File: config.mk
export PLATFORM = sky130hd
export DESIGN_NAME = modified_utf8_to_utf16_decoder
export DESIGN_NICKNAME = d
export VERILOG_FILES = /design/src/rtl/mutf8_pkg.sv /design/src/rtl/modified_utf8_to_utf16_decoder.sv /design/src/rtl/mutf8_decode.sv /design/src/rtl/mutf8_out_queue.sv
export VERILOG_INCLUDE_DIRS = /design/src /design/src/rtl
export SDC_FILE = /design/constraint.sdc
export NUM_CORES = 1
export LEC_CHECK = 0
export BUFFER_PORTS_ARGS = -buffer_cell sky130_fd_sc_hd__buf_4
export CAP_MARGIN = 20
export CORE_MARGIN = 2
export CORE_UTILIZATION = 40
export DETAILED_ROUTE_END_ITERATION = 10
export PLACE_DENSITY = 0.58
export SLEW_MARGIN = 20
export SYNTH_ARGS = -nofsm -noshare
export SYNTH_HDL_FRONTEND = slang
export SYNTH_SLANG_ARGS = --single-unit
export TNS_END_PERCENT = 1
File: constraint.sdc
create_clock -name clock -period 4.8 [get_ports clock]
set_input_delay 0.48 -clock clock [delete_from_list [all_inputs] [get_ports clock]]
set_output_delay 0.48 -clock clock [all_outputs]
set_load 0.02 [all_outputs]
File: src/rtl/modified_utf8_to_utf16_decoder_macros.svh
// Assertion macros used by the decoder's output queue.
`ifndef MODIFIED_UTF8_TO_UTF16_DECODER_MACROS_SVH
`define MODIFIED_UTF8_TO_UTF16_DECODER_MACROS_SVH

// Property that holds on every clock edge outside reset.
`define MUTF8_ASSERT_ALWAYS(lbl, clk, rst, prop, msg) \
   lbl: assert property (@(posedge clk) disable iff (rst) (prop)) else $error(msg);

// Implication checked on every clock edge outside reset.
`define MUTF8_ASSERT_NEXT(lbl, clk, rst, cond, prop, msg) \
   lbl: assert property (@(posedge clk) disable iff (rst) (cond) |=> (prop)) else $error(msg);

`endif

File: src/rtl/mutf8_pkg.sv
// Types and constants shared by the modified UTF-8 decoder modules.
package mutf8_pkg;

   localparam logic [7:0]  CONT_MASK     = 8'hC0;
   localparam logic [7:0]  CONT_TAG      = 8'h80;
   localparam logic [7:0]  LEAD_THREE    = 8'hE0;
   localparam logic [7:0]  LEAD_FOUR     = 8'hF0;
   localparam logic [15:0] CHAR_QUESTION = 16'h003F;

   typedef enum logic [2:0] {
      PH_IDLE = 3'b001,
      PH_ONE  = 3'b010,
      PH_TWO  = 3'b100
   } phase_type;

   typedef struct packed {
      logic [15:0] code;
      logic        run_last;
      logic        text_last;
   } result_type;

   typedef struct packed {
      phase_type  phase;
      logic [7:0] lead_byte;
      logic [5:0] second_bits;
   } state_type;

   typedef struct packed {
      logic [1:0] count;
      result_type first;
      result_type second;
      state_type  next_state;
   } decode_type;

endpackage

File: src/rtl/modified_utf8_to_utf16_decoder.sv
// Top level of the modified UTF-8 to UTF-16 stream decoder.
// One byte beat enters per cycle while the queue has room for the held byte's
// results; a byte is registered in a hold register, decoded from it, and
// gives zero, one or two 16-bit character beats. The decoded results go
// through a two-entry output queue, so the input side keeps taking one byte
// per cycle while the output takes one beat per cycle; a byte that gives two
// results (a broken sequence followed by ASCII, or by a lead byte at text end)
// may stall the input until the queue has room for both of its results.
module modified_utf8_to_utf16_decoder (
   input  logic        clock,
   input  logic        reset,
   input  logic        req_tvalid,
   output logic        req_tready,
   input  logic [7:0]  req_tdata,   // [7:0] in_byte
   input  logic        req_tlast,   // end_of_text
   output logic        rsp_tvalid,
   input  logic        rsp_tready,
   output logic [15:0] rsp_tdata,   // [15:0] char_code
   output logic        rsp_tlast,   // run_last
   output logic        rsp_tuser    // [0] text_last
);

   logic                  hold_valid_ff;
   logic [7:0]            hold_byte_ff;
   logic                  hold_eot_ff;
   logic                  process;
   logic [1:0]            space;
   mutf8_pkg::state_type  state_ff;
   mutf8_pkg::decode_type decoded;
   mutf8_pkg::result_type head;

   mutf8_decode u_decode (
      .state       (state_ff),
      .in_byte     (hold_byte_ff),
      .end_of_text (hold_eot_ff),
      .result      (decoded)
   );

   assign process = hold_valid_ff && (decoded.count <= space);
   assign req_tready = !hold_valid_ff || process;

   always_ff @(posedge clock) begin
      if (reset) begin
         hold_valid_ff <= 1'b0;
         state_ff.phase <= mutf8_pkg::PH_IDLE;
         state_ff.lead_byte <= 8'h00;
         state_ff.second_bits <= 6'h00;
      end else begin
         if (req_tready) begin
            hold_valid_ff <= req_tvalid;
         end
         if (process) begin
            state_ff <= decoded.next_state;
         end
      end
      if (req_tready && req_tvalid) begin
         hold_byte_ff <= req_tdata;
         hold_eot_ff <= req_tlast;
      end
   end

   mutf8_out_queue u_queue (
      .clock       (clock),
      .reset       (reset),
      .push        (process),
      .push_count  (decoded.count),
      .push_first  (decoded.first),
      .push_second (decoded.second),
      .space       (space),
      .rsp_tvalid  (rsp_tvalid),
      .rsp_tready  (rsp_tready),
      .rsp_head    (head)
   );

   assign rsp_tdata = head.code;
   assign rsp_tlast = head.run_last;
   assign rsp_tuser = head.text_last;

endmodule

File: src/rtl/mutf8_decode.sv
// Combinational decode of one byte against the pending sequence state.
module mutf8_decode (
   input  mutf8_pkg::state_type  state,
   input  logic [7:0]            in_byte,
   input  logic                  end_of_text,
   output mutf8_pkg::decode_type result
);

   logic        is_cont;
   logic        take_lead;
   logic [1:0]  n;
   logic [15:0] code0;
   logic [15:0] code1;
   mutf8_pkg::state_type nxt;

   assign is_cont = (in_byte & mutf8_pkg::CONT_MASK) == mutf8_pkg::CONT_TAG;

   always_comb begin
      n = 2'd0;
      code0 = mutf8_pkg::CHAR_QUESTION;
      code1 = mutf8_pkg::CHAR_QUESTION;
      take_lead = 1'b1;
      nxt = state;
      unique case (state.phase)
         mutf8_pkg::PH_ONE: begin
            if (is_cont) begin
               take_lead = 1'b0;
               if (state.lead_byte < mutf8_pkg::LEAD_THREE) begin
                  code0 = {5'b0, state.lead_byte[4:0], in_byte[5:0]};
                  n = 2'd1;
                  nxt.phase = mutf8_pkg::PH_IDLE;
               end else begin
                  nxt.second_bits = in_byte[5:0];
                  nxt.phase = mutf8_pkg::PH_TWO;
               end
            end else begin
               n = 2'd1;
               nxt.phase = mutf8_pkg::PH_IDLE;
            end
         end
         mutf8_pkg::PH_TWO: begin
            if (is_cont) begin
               take_lead = 1'b0;
               if (state.lead_byte < mutf8_pkg::LEAD_FOUR) begin
                  code0 = {state.lead_byte[3:0], state.second_bits, in_byte[5:0]};
               end
            end
            n = 2'd1;
            nxt.phase = mutf8_pkg::PH_IDLE;
         end
         default: begin
            nxt.phase = mutf8_pkg::PH_IDLE;
         end
      endcase

      if (take_lead) begin
         if (!in_byte[7]) begin
            if (n == 2'd0) begin
               code0 = {8'b0, in_byte};
            end else begin
               code1 = {8'b0, in_byte};
            end
            n = n + 2'd1;
         end else begin
            nxt.lead_byte = in_byte;
            nxt.phase = mutf8_pkg::PH_ONE;
         end
      end

      if (end_of_text && nxt.phase != mutf8_pkg::PH_IDLE) begin
         if (n == 2'd0) begin
            code0 = mutf8_pkg::CHAR_QUESTION;
         end else begin
            code1 = mutf8_pkg::CHAR_QUESTION;
         end
         n = n + 2'd1;
         nxt.phase = mutf8_pkg::PH_IDLE;
      end
   end

   assign result.count = n;
   assign result.first.code = code0;
   assign result.first.run_last = (n == 2'd1);
   assign result.first.text_last = (n == 2'd1) && end_of_text;
   assign result.second.code = code1;
   assign result.second.run_last = 1'b1;
   assign result.second.text_last = end_of_text;
   assign result.next_state = nxt;

endmodule

File: src/rtl/mutf8_out_queue.sv
// Two-entry result queue that takes up to two results and gives one per beat.
`include "modified_utf8_to_utf16_decoder_macros.svh"

module mutf8_out_queue (
   input  logic                   clock,
   input  logic                   reset,
   input  logic                   push,
   input  logic [1:0]             push_count,
   input  mutf8_pkg::result_type  push_first,
   input  mutf8_pkg::result_type  push_second,
   output logic [1:0]             space,
   output logic                   rsp_tvalid,
   input  logic                   rsp_tready,
   output mutf8_pkg::result_type  rsp_head
);

   logic [1:0]            count_ff;
   logic [1:0]            count_in;
   logic [1:0]            count_after_pop;
   logic                  pop;
   mutf8_pkg::result_type entry0_ff;
   mutf8_pkg::result_type entry1_ff;
   mutf8_pkg::result_type entry0_in;
   mutf8_pkg::result_type entry1_in;

   assign pop = (count_ff != 2'd0) && rsp_tready;
   assign count_after_pop = count_ff - {1'b0, pop};
   assign space = 2'd2 - count_after_pop;

   always_comb begin
      entry0_in = pop ? entry1_ff : entry0_ff;
      entry1_in = entry1_ff;
      count_in = count_after_pop;
      if (push) begin
         if (push_count != 2'd0) begin
            if (count_after_pop == 2'd0) begin
               entry0_in = push_first;
            end else begin
               entry1_in = push_first;
            end
         end
         if (push_count == 2'd2) begin
            entry1_in = push_second;
         end
         count_in = count_after_pop + push_count;
      end
   end

   always_ff @(posedge clock) begin
      if (reset) begin
         count_ff <= 2'd0;
      end else begin
         count_ff <= count_in;
      end
      entry0_ff <= entry0_in;
      entry1_ff <= entry1_in;
   end

   assign rsp_tvalid = count_ff != 2'd0;
   assign rsp_head = entry0_ff;

   `MUTF8_ASSERT_ALWAYS(a_count_max, clock, reset, count_ff != 2'd3, "queue count out of range")
   `MUTF8_ASSERT_ALWAYS(a_no_overflow, clock, reset, !push || push_count <= space, "queue overflow")
   `MUTF8_ASSERT_NEXT(a_pop_only, clock, reset, pop && !push, count_ff == $past(count_ff) - 2'd1, "pop count")

endmodule

==> run summary, run 1 <==
Routed Antenna Nets = 0
Seq/Total Area, Yosys = 53.4%
Final Max Slew Viols = 0
Hold Violations, Final = 0
Vias in the first global route = 1,964
Most frequent cells in the layout = dfxtp_1 (38), buf_4 (35), edfxtp_1 (27)
IO Pins = 33
Reg2reg end = state_ff[15]$_SDFFE_PP0N_
Die Area = 8070 sq um
Final setup fails = 0
Total core area = 7180 sq um
CTS root buf = clkbuf_8
Area growth syn-to-layout = 18.1%
GRT Util Overall = 15.1%
Port Buf Inserts = 32
Worst path slowest cell = a21oi_1
Initial Utilization = 41.0%
Largest net degree at the start of global routing = 21
Max-cap violations = 0
Cell variety after synth = 53
First-pass GRT wire length = 9.68 mm
Post-CTS setup buffer count = 0
Final worst path period share = 78.4%
Hold_buf cts = 0
Most common cell after layout, fill and taps aside = dfxtp_1
Total negative slack = 0 ps
Reg2reg start = state_ff[16]$_SDFFE_PP0N_
Layout cells sized above 1 = 26.2%
RSZ-0062 raised after global routing = no
Routed WL = 5.78 mm
Routability cong. = 0.826
Synthesized net count = 276
Synth Instances = 257
Clock-pin slew on the worst setup and hold paths = 80 ps
Die width = 89.8 um
# DRC = 0
Vias = 2,024
Routed len/inst = 14.6 um
Critical Path, Cell by Cell = xnor2_1 -> nor3_1 -> inv_1 -> o21ai_0 -> ha_1 -> and2_1 -> o311ai_2 -> nand3_2 -> ha_1 -> and3b_1 -> a21oi_1 -> buf_4 -> nor3_1 -> a21oi_1 -> nor2_1
DP HPWL = 4.04 mm
Hold Path End = hold_eot_ff$_DFFE_PP_
Synth Area per Inst = 11.5 sq um
Vias per cell = 5.10
DR iter-0 viols = 88
Ys async rst share = 0%
CTS Buffer Depth = 2
Worst setup EP type = flip-flop
Post-Syn Area = 2950 sq um
Fin nets = 312
Latest clock arrival within the worst-skew pair = 340 ps
Cell total after placement = 381
CP arrival = 3980 ps
Pwr/cell area = 645 nW/um^2
CP peak stage delay = 590 ps
Max FO, Critical Path = 9
Post-synth top flop = dfxtp_1
Clock sink count = 65
HP Class = input pin to flip-flop
Hold path start = req_tlast
Synth Register Bits = 65
Post-route insts no fill = 397
Fmax = 0.266 GHz
Slack of the worst reg-to-reg path = 1040 ps
Skew final = 14.8 ps
Req. time, crit path = 5020 ps
Worst slew pin tran = 905 ps
Status = completed
Die Ht = 89.8 um
Max-slew headroom = 39.7%
Synth warn = 0
GRT overflow = 0
R2R cell count = 15
H-tree Lvls = 3
CTS tree = built
PostCTS Resize Cnt = 0
CP Launch Type = flip-flop
Drt first pass iters = 4
Leak = 1.44 nW
Row count = 31
Buf+Inv Stages, Crit Path = 2
Number of flops mapped to enable cells by yosys = 27
CP Class = flip-flop to flip-flop
Design Power = 2.24 mW
Hold depth = 1
VDD IR-drop max = 194 uV
Final Critical Period = 3760 ps
Initial antenna violation count = 0
CP delay by family, top = compound AO/OA/AOI/OAI gates
TritonCTS Buffers = 9
Diode count = 0
-- where the power goes --
group          switching [mW]  total (mW)  leakage (nW)  internal (mW)
sequential             0.0920       0.858         0.566          0.766
combinational           0.498       0.912         0.773          0.415
clock                   0.218       0.473         0.103          0.255
-- through the flow --
step | util, % | setup slack (ps) | hold WS, ps | instance area (sq um)
floorplan | - | 244 | 454 | 2950
global placement | 45.6 | 1170 | 482 | 3280
detailed placement | 45.6 | 1080 | 484 | 3280
CTS | 48.5 | 1060 | 300 | 3480
global route | 48.5 | 622 | 285 | 3480
finish | 48.5 | 1040 | 313 | 3480
-- cell families after synthesis --
| family | share of synthesized area [%] |
|---|---|
| AOI/OAI and AO/OA | 11.1 |
| DFF | 53.4 |
| xor gates and xnor gates | 0.892 |
| adders and majority gates | 2.55 |
| muxes | 13.7 |
| buffers and inverters | 3.10 |
| and+or+nand+nor | 15.3 |
-- cell usage after synthesis (all sizes together) (2+ instances only) --
cell	instances	area (sq um)
nand2b	8	50.1
or2	2	12.5
and2	9	56.3
mux2i	19	190
o31a	2	17.5
nand4	2	12.5
xnor2	2	17.5
mux2	18	214
buf	4	38.8
nor2b	3	18.8
nand2	11	41.3
a21oi	18	90.1
or3	2	12.5
nor3b	3	32.5
nor3	10	50.1
nand3	6	35.0
dfxtp	38	761
inv	8	30.0
nor2	16	62.6
and3	3	18.8
edfxtp	27	811
a21boi	2	15.0
nor4	2	12.5
a211oi	2	15.0
ha	6	75.1
o21ai	8	51.3
clkbuf	6	22.5
a22o	3	26.3
-- sequential cells by signal, indices dropped and copies added (netlist names) --
register           count
hold_byte_ff           8
hold_eot_ff            1
hold_valid_ff          1
state_ff              17
u_queue.count_ff       2
u_queue.entry1_ff     18
u_queue.rsp_head      18
-- worst reg2reg max path, delay by kind of cell, from the launching register on --
family / cells / cell delay [ps]
compound gates: 4 / 950
xor+xnor: 1 / 420
fa+ha+maj: 2 / 660
buf+inv: 2 / 420
flops: 1 / 360
simple gates: 6 / 840
-- layout make-up --
class                   instances  area [sq um]
multi-input cells             174          1290
repair buffers                 35           263
clock buffers                  10           138
inverters                       8          30.0
well taps                      99           124
fillers                       671          3700
clock inverters                 6          65.1
flip-flops and latches         65          1570
-- how the worst max path moves through the flow --
stage / start / endpoint / slack, ps / cells past startpoint
detailed placement: state_ff[16]$_SDFFE_PP0N_ / state_ff[15]$_SDFFE_PP0N_ / 1080 / 15
floorplan: u_queue.count_ff[1]$_SDFF_PP0_ / u_queue.entry1_ff[0]$_DFFE_PP_ / 240 / 12
finish: state_ff[16]$_SDFFE_PP0N_ / state_ff[15]$_SDFFE_PP0N_ / 1040 / 15
CTS: state_ff[16]$_SDFFE_PP0N_ / state_ff[15]$_SDFFE_PP0N_ / 1060 / 15
global route: state_ff[16]$_SDFFE_PP0N_ / state_ff[15]$_SDFFE_PP0N_ / 620 / 15
global placement: state_ff[15]$_SDFFE_PP0N_ / hold_byte_ff[2]$_DFFE_PP_ / 1170 / 11
-- layer usage --
metal  vias to the layer above  wire length [um]  GRT usage, %  share of wire, %
met4                         0                92          5.90               1.6
met1                       953              2800          20.1                48
met5                         -                 0             0                 0
met2                        46              2660          23.2                46
met3                         8               224          4.53               3.9
li1                       1017                 -             -                 -
(Power assumes the default switching activity.)
==> run 2: changes to the inputs <==
--- a/config.mk
+++ b/config.mk
@@ -6,12 +6,13 @@
 export SDC_FILE = /design/constraint.sdc
 export NUM_CORES = 1
 export LEC_CHECK = 0
+export ABC_AREA = 1
 export BUFFER_PORTS_ARGS = -buffer_cell sky130_fd_sc_hd__buf_4
 export CAP_MARGIN = 20
 export CORE_MARGIN = 2
 export CORE_UTILIZATION = 40
 export DETAILED_ROUTE_END_ITERATION = 10
-export PLACE_DENSITY = 0.58
+export PLACE_DENSITY = 0.56
 export SLEW_MARGIN = 20
 export SYNTH_ARGS = -nofsm -noshare
 export SYNTH_HDL_FRONTEND = slang
==> constraint.sdc (replaced) <==
create_clock -name clock -period 3.52 [get_ports clock]
set_input_delay 0.352 -clock clock [delete_from_list [all_inputs] [get_ports clock]]
set_output_delay 0.352 -clock clock [all_outputs]
set_load 0.02 [all_outputs]
==> run 2 against run 1 <==
Fmax up 16%; hold slack worse by 130 ps; clock power up 31%; power up 38%; sequential share of layout area down 1.8 points; cell count up 25%; combinational power up 46%; wire length down 0.16%; critical endpoint is now u_queue.rsp_head[3]$_DFF_P_.
==> run summary, run 2 <==
Post-synthesis mux area share = 0% (-14 points)
CTS root buf = clkbuf_8
Routed Antenna Nets = 0 (unchanged)
Main combinational cell family by area after synthesis = simple AND/OR/NAND/NOR gates
Total negative slack = 0 ps (unchanged)
Reg2reg end = u_queue.rsp_head[3]$_DFF_P_
Fmax = 0.307 GHz (+16%)
Cell total after placement = 480 (+26%)
Critical Path End = u_queue.rsp_head[3]$_DFF_P_
Top cell by count, worst path = nand2_1
Max-cap violations = 0 (unchanged)
Seq pwr share = 37.0% (-1.3 points)
Synthesized net count = 370 (+34%)
CTS tree = built
Skew final = 10.1 ps (-4.69 ps)
Ys async rst share = 0% (unchanged)
Number of flops mapped to enable cells by yosys = 27 (unchanged)
Post-synth top area share = 26.7% (-0.84 points)
RSZ-0062 raised after global routing = no
Fin nets = 411 (+32%)
Hold WS = 185 ps (-128 ps)
Logic gate share of total power = 43.0% (+2.3 points)
Post-synthesis xor/xnor area fraction = 0.288% (-0.60 points)
Worst path slowest cell = edfxtp_1
Max-slew headroom = 66.2% (+27 points)
Final worst path period share = 92.4% (+14 points)
Cell variety after synth = 33 (-38%)
Sw Ratio = 38.3% (+2.3 points)
Die Ht = 91.2 um (+1.5%)
Final Max Slew Viols = 0 (unchanged)
Pre-CTS WS = 263 ps (-813 ps)
Post-synth top flop = dfxtp_1
Latest clock arrival within the worst-skew pair = 340 ps (about the same)
CP peak stage delay = 460 ps (-130 ps)
GRT Util Overall = 15.6% (+0.49 points)
Slack of the worst reg-to-reg path = 270 ps (-770 ps)
Most frequent cell after synthesis = nand2_1
Vias per cell = 4.58 (-10%)
Status = completed
Die width = 91.2 um (+1.5%)
Req. time, crit path = 3750 ps (-1270 ps)
# DRC = 0 (unchanged)
Routed len/inst = 11.6 um (-20%)
First-pass GRT wire length = 10.2 mm (+5.1%)
Worst slew pin tran = 501 ps (-404 ps)
Post-Syn Area = 3040 sq um (+3.1%)
Largest net degree at the start of global routing = 35 (+67%)
DR iter-0 viols = 134 (+52%)
Seq/Total Area, Yosys = 51.7% (-1.6 points)
CP arrival = 3480 ps (-500 ps)
CP Launch Type = flip-flop
Post-synth top cells = nand2_1 (85), nor2_1 (40), dfxtp_1 (38)
Post-synthesis simple-gate area fraction = 26.1% (+11 points)
Cell taking the most area after synthesis = edfxtp_1
Drt first pass iters = 4 (unchanged)
Pwr/cell area = 855 nW/um^2 (+33%)
Synth warn = 0 (unchanged)
Reg2reg start = hold_byte_ff[6]$_DFFE_PP_
TritonCTS Buffers = 9 (unchanged)
Leak = 1.56 nW (+8.4%)
IO Pins = 33 (unchanged)
Sw Pwr = 1.19 mW (+47%)
CP delay by family, top = simple AND/OR/NAND/NOR gates
H-tree Lvls = 3 (unchanged)
Clk pwr share = 20.0% (-1.1 points)
Critical Path, Cell by Cell = inv_2 -> nand2_4 -> nor2_4 -> o21ai_2 -> nand2_2 -> nand2_2 -> ha_1 -> nand4_1 -> nand2_1 -> ha_1 -> inv_1 -> or2_1 -> nand2_1 -> nand2_1 -> inv_2 -> buf_4 -> nand3_4 -> buf_12 -> nand2_1 -> o21ai_2
DP HPWL = 4.30 mm (+6.5%)
Fin util = 49.7% (+1.2 points)
Max FO, Critical Path = 34 (+25)
Synth Area per Inst = 8.66 sq um (-24%)
Initial Utilization = 41.7% (+0.61 points)
Synth Area in Adders = 2.47% (-0.078 points)
Post-route insts no fill = 496 (+25%)
Die Area = 8310 sq um (+3.0%)
VDD IR-drop max = 291 uV (+50%)
PostCTS Resize Cnt = 0 (unchanged)
CTS Buffer Depth = 2 (unchanged)
Hold Violations, Final = 0 (unchanged)
Hold_buf cts = 0 (unchanged)
Clock-pin slew on the worst setup and hold paths = 70 ps (about the same)
Worst setup margin = 266 ps (-772 ps)
Layout cells sized above 1 = 27.2% (+1.0 points)
Most frequent cells in the layout = nand2_1 (84), nor2_1 (40), dfxtp_1 (38)
Levels on crit path = 20 (+5)
Row count = 31 (unchanged)
GRT overflow = 0 (unchanged)
Port Buf Inserts = 32 (unchanged)
HP Class = input pin to flip-flop
Total core area = 7290 sq um (+1.6%)
Most common cell after layout, fill and taps aside = nand2_1
Clock sink count = 65 (unchanged)
Buf+Inv Stages, Crit Path = 5 (+3)
Initial antenna violation count = 0 (unchanged)
Final instance area = 3620 sq um (+4.1%)
Routed WL = 5.77 mm (-0.16%)
Routability cong. = 0.906 (+9.6%)
Placed Area = 3420 sq um (+4.5%)
Design Power = 3.10 mW (+38%)
Synth Register Bits = 65 (unchanged)
R2R cell count = 20 (+5)
Leading post-synthesis cells by cell area = edfxtp_1 (27%), dfxtp_1 (25%), nand2_1 (11%), nor2_1 (4.9%), o21ai_2 (4.9%)
Crit path launch = hold_byte_ff[6]$_DFFE_PP_
Final Critical Period = 3250 ps (-508 ps)
Vias in the first global route = 2,209 (+12%)
Synth Instances = 351 (+37%)
Vias = 2,270 (+12%)
Diode count = 0 (unchanged)
CP Class = flip-flop to flip-flop
Post-CTS setup buffer count = 0 (unchanged)
Synth Area in Compound Gates = 12.1% (+0.98 points)
Area growth syn-to-layout = 19.2%
Final setup fails = 0 (unchanged)
Pint = 1.91 mW (+33%)
Worst setup EP type = flip-flop
[run 2: cell types whose count changed in the layout (fill, tap and decap cells not counted), sizes merged, moves of 10 or more]
cell,delta
nor3,-10
nand2,+99
nor2,+28
o21ai,+28
mux2,-18
inv,+30
mux2i,-19
[run 2: cells by family (layout without fill, tap and decap cells)]
logic type | Yosys count | count (layout)
AND/OR/NAND/NOR | 172 | 172
flip-flops | 65 | 65
AO/OA/AOI/OAI | 58 | 58
buffers and inverters | 49 | 95
adder cells (fa/ha/maj) | 6 | 6
XOR/XNOR | 1 | 1
[run 2: per-layer routing]
metal	wire length, um	GRT usage, %	up-vias	part of all wire (%)
met5	0	0	-	0
li1	-	-	1215	-
met3	192	3.15	12	3.3
met4	142	8.33	0	2.5
met1	2970	21.5	1002	52
met2	2460	22.9	41	43
[run 2: area by class of cell]
| class | count | area, sq um |
|---|---|---|
| fill | 730 | 3670 |
| sequential | 65 | 1570 |
| clock inverter | 5 | 55.1 |
| inverter | 40 | 153 |
| timing repair buffer | 39 | 318 |
| clock buffer | 11 | 141 |
| tap | 99 | 124 |
| multi-input combinational | 237 | 1260 |
[run 2: worst register-to-register path, stage by stage (launching register included)]
cell and delay (ps):
edfxtp_1 460, inv_2 140, nand2_4 60, nor2_4 140
o21ai_2 80, nand2_2 200, nand2_2 90, ha_1 320
nand4_1 110, nand2_1 100, ha_1 290, inv_1 40
or2_1 210, nand2_1 70, nand2_1 170, inv_2 100
buf_4 150, nand3_4 80, buf_12 190, nand2_1 110
o21ai_2 50
[run 2: how the worst min path moves through the flow]
stage               cells past startpoint  slack, ps                      from                    endpoint
finish                                  1        190              req_tdata[2]   hold_byte_ff[2]$_DFFE_PP_
detailed placement                      2        460  state_ff[3]$_SDFFE_PP0P_    state_ff[3]$_SDFFE_PP0P_
global route                            1        170              req_tdata[7]   hold_byte_ff[7]$_DFFE_PP_
global placement                        2        450  state_ff[3]$_SDFFE_PP0P_    state_ff[3]$_SDFFE_PP0P_
floorplan                               1        420                     reset  hold_valid_ff$_SDFFE_PP0P_
CTS                                     1        170              req_tdata[3]   hold_byte_ff[3]$_DFFE_PP_
[run 2: power groups by stage]
stage | clock network (mW) | logic (mW) | registers (mW)
6_report | 0.620 | 1.33 | 1.14
5_1_grt | 0.675 | 1.50 | 1.17
4_1_cts | 0.640 | 1.35 | 1.15
3_5_place_dp | 0 | 1.34 | 1.16
3_3_place_gp | 0 | 1.33 | 1.16
2_1_floorplan | 0 | 0.872 | 1.25
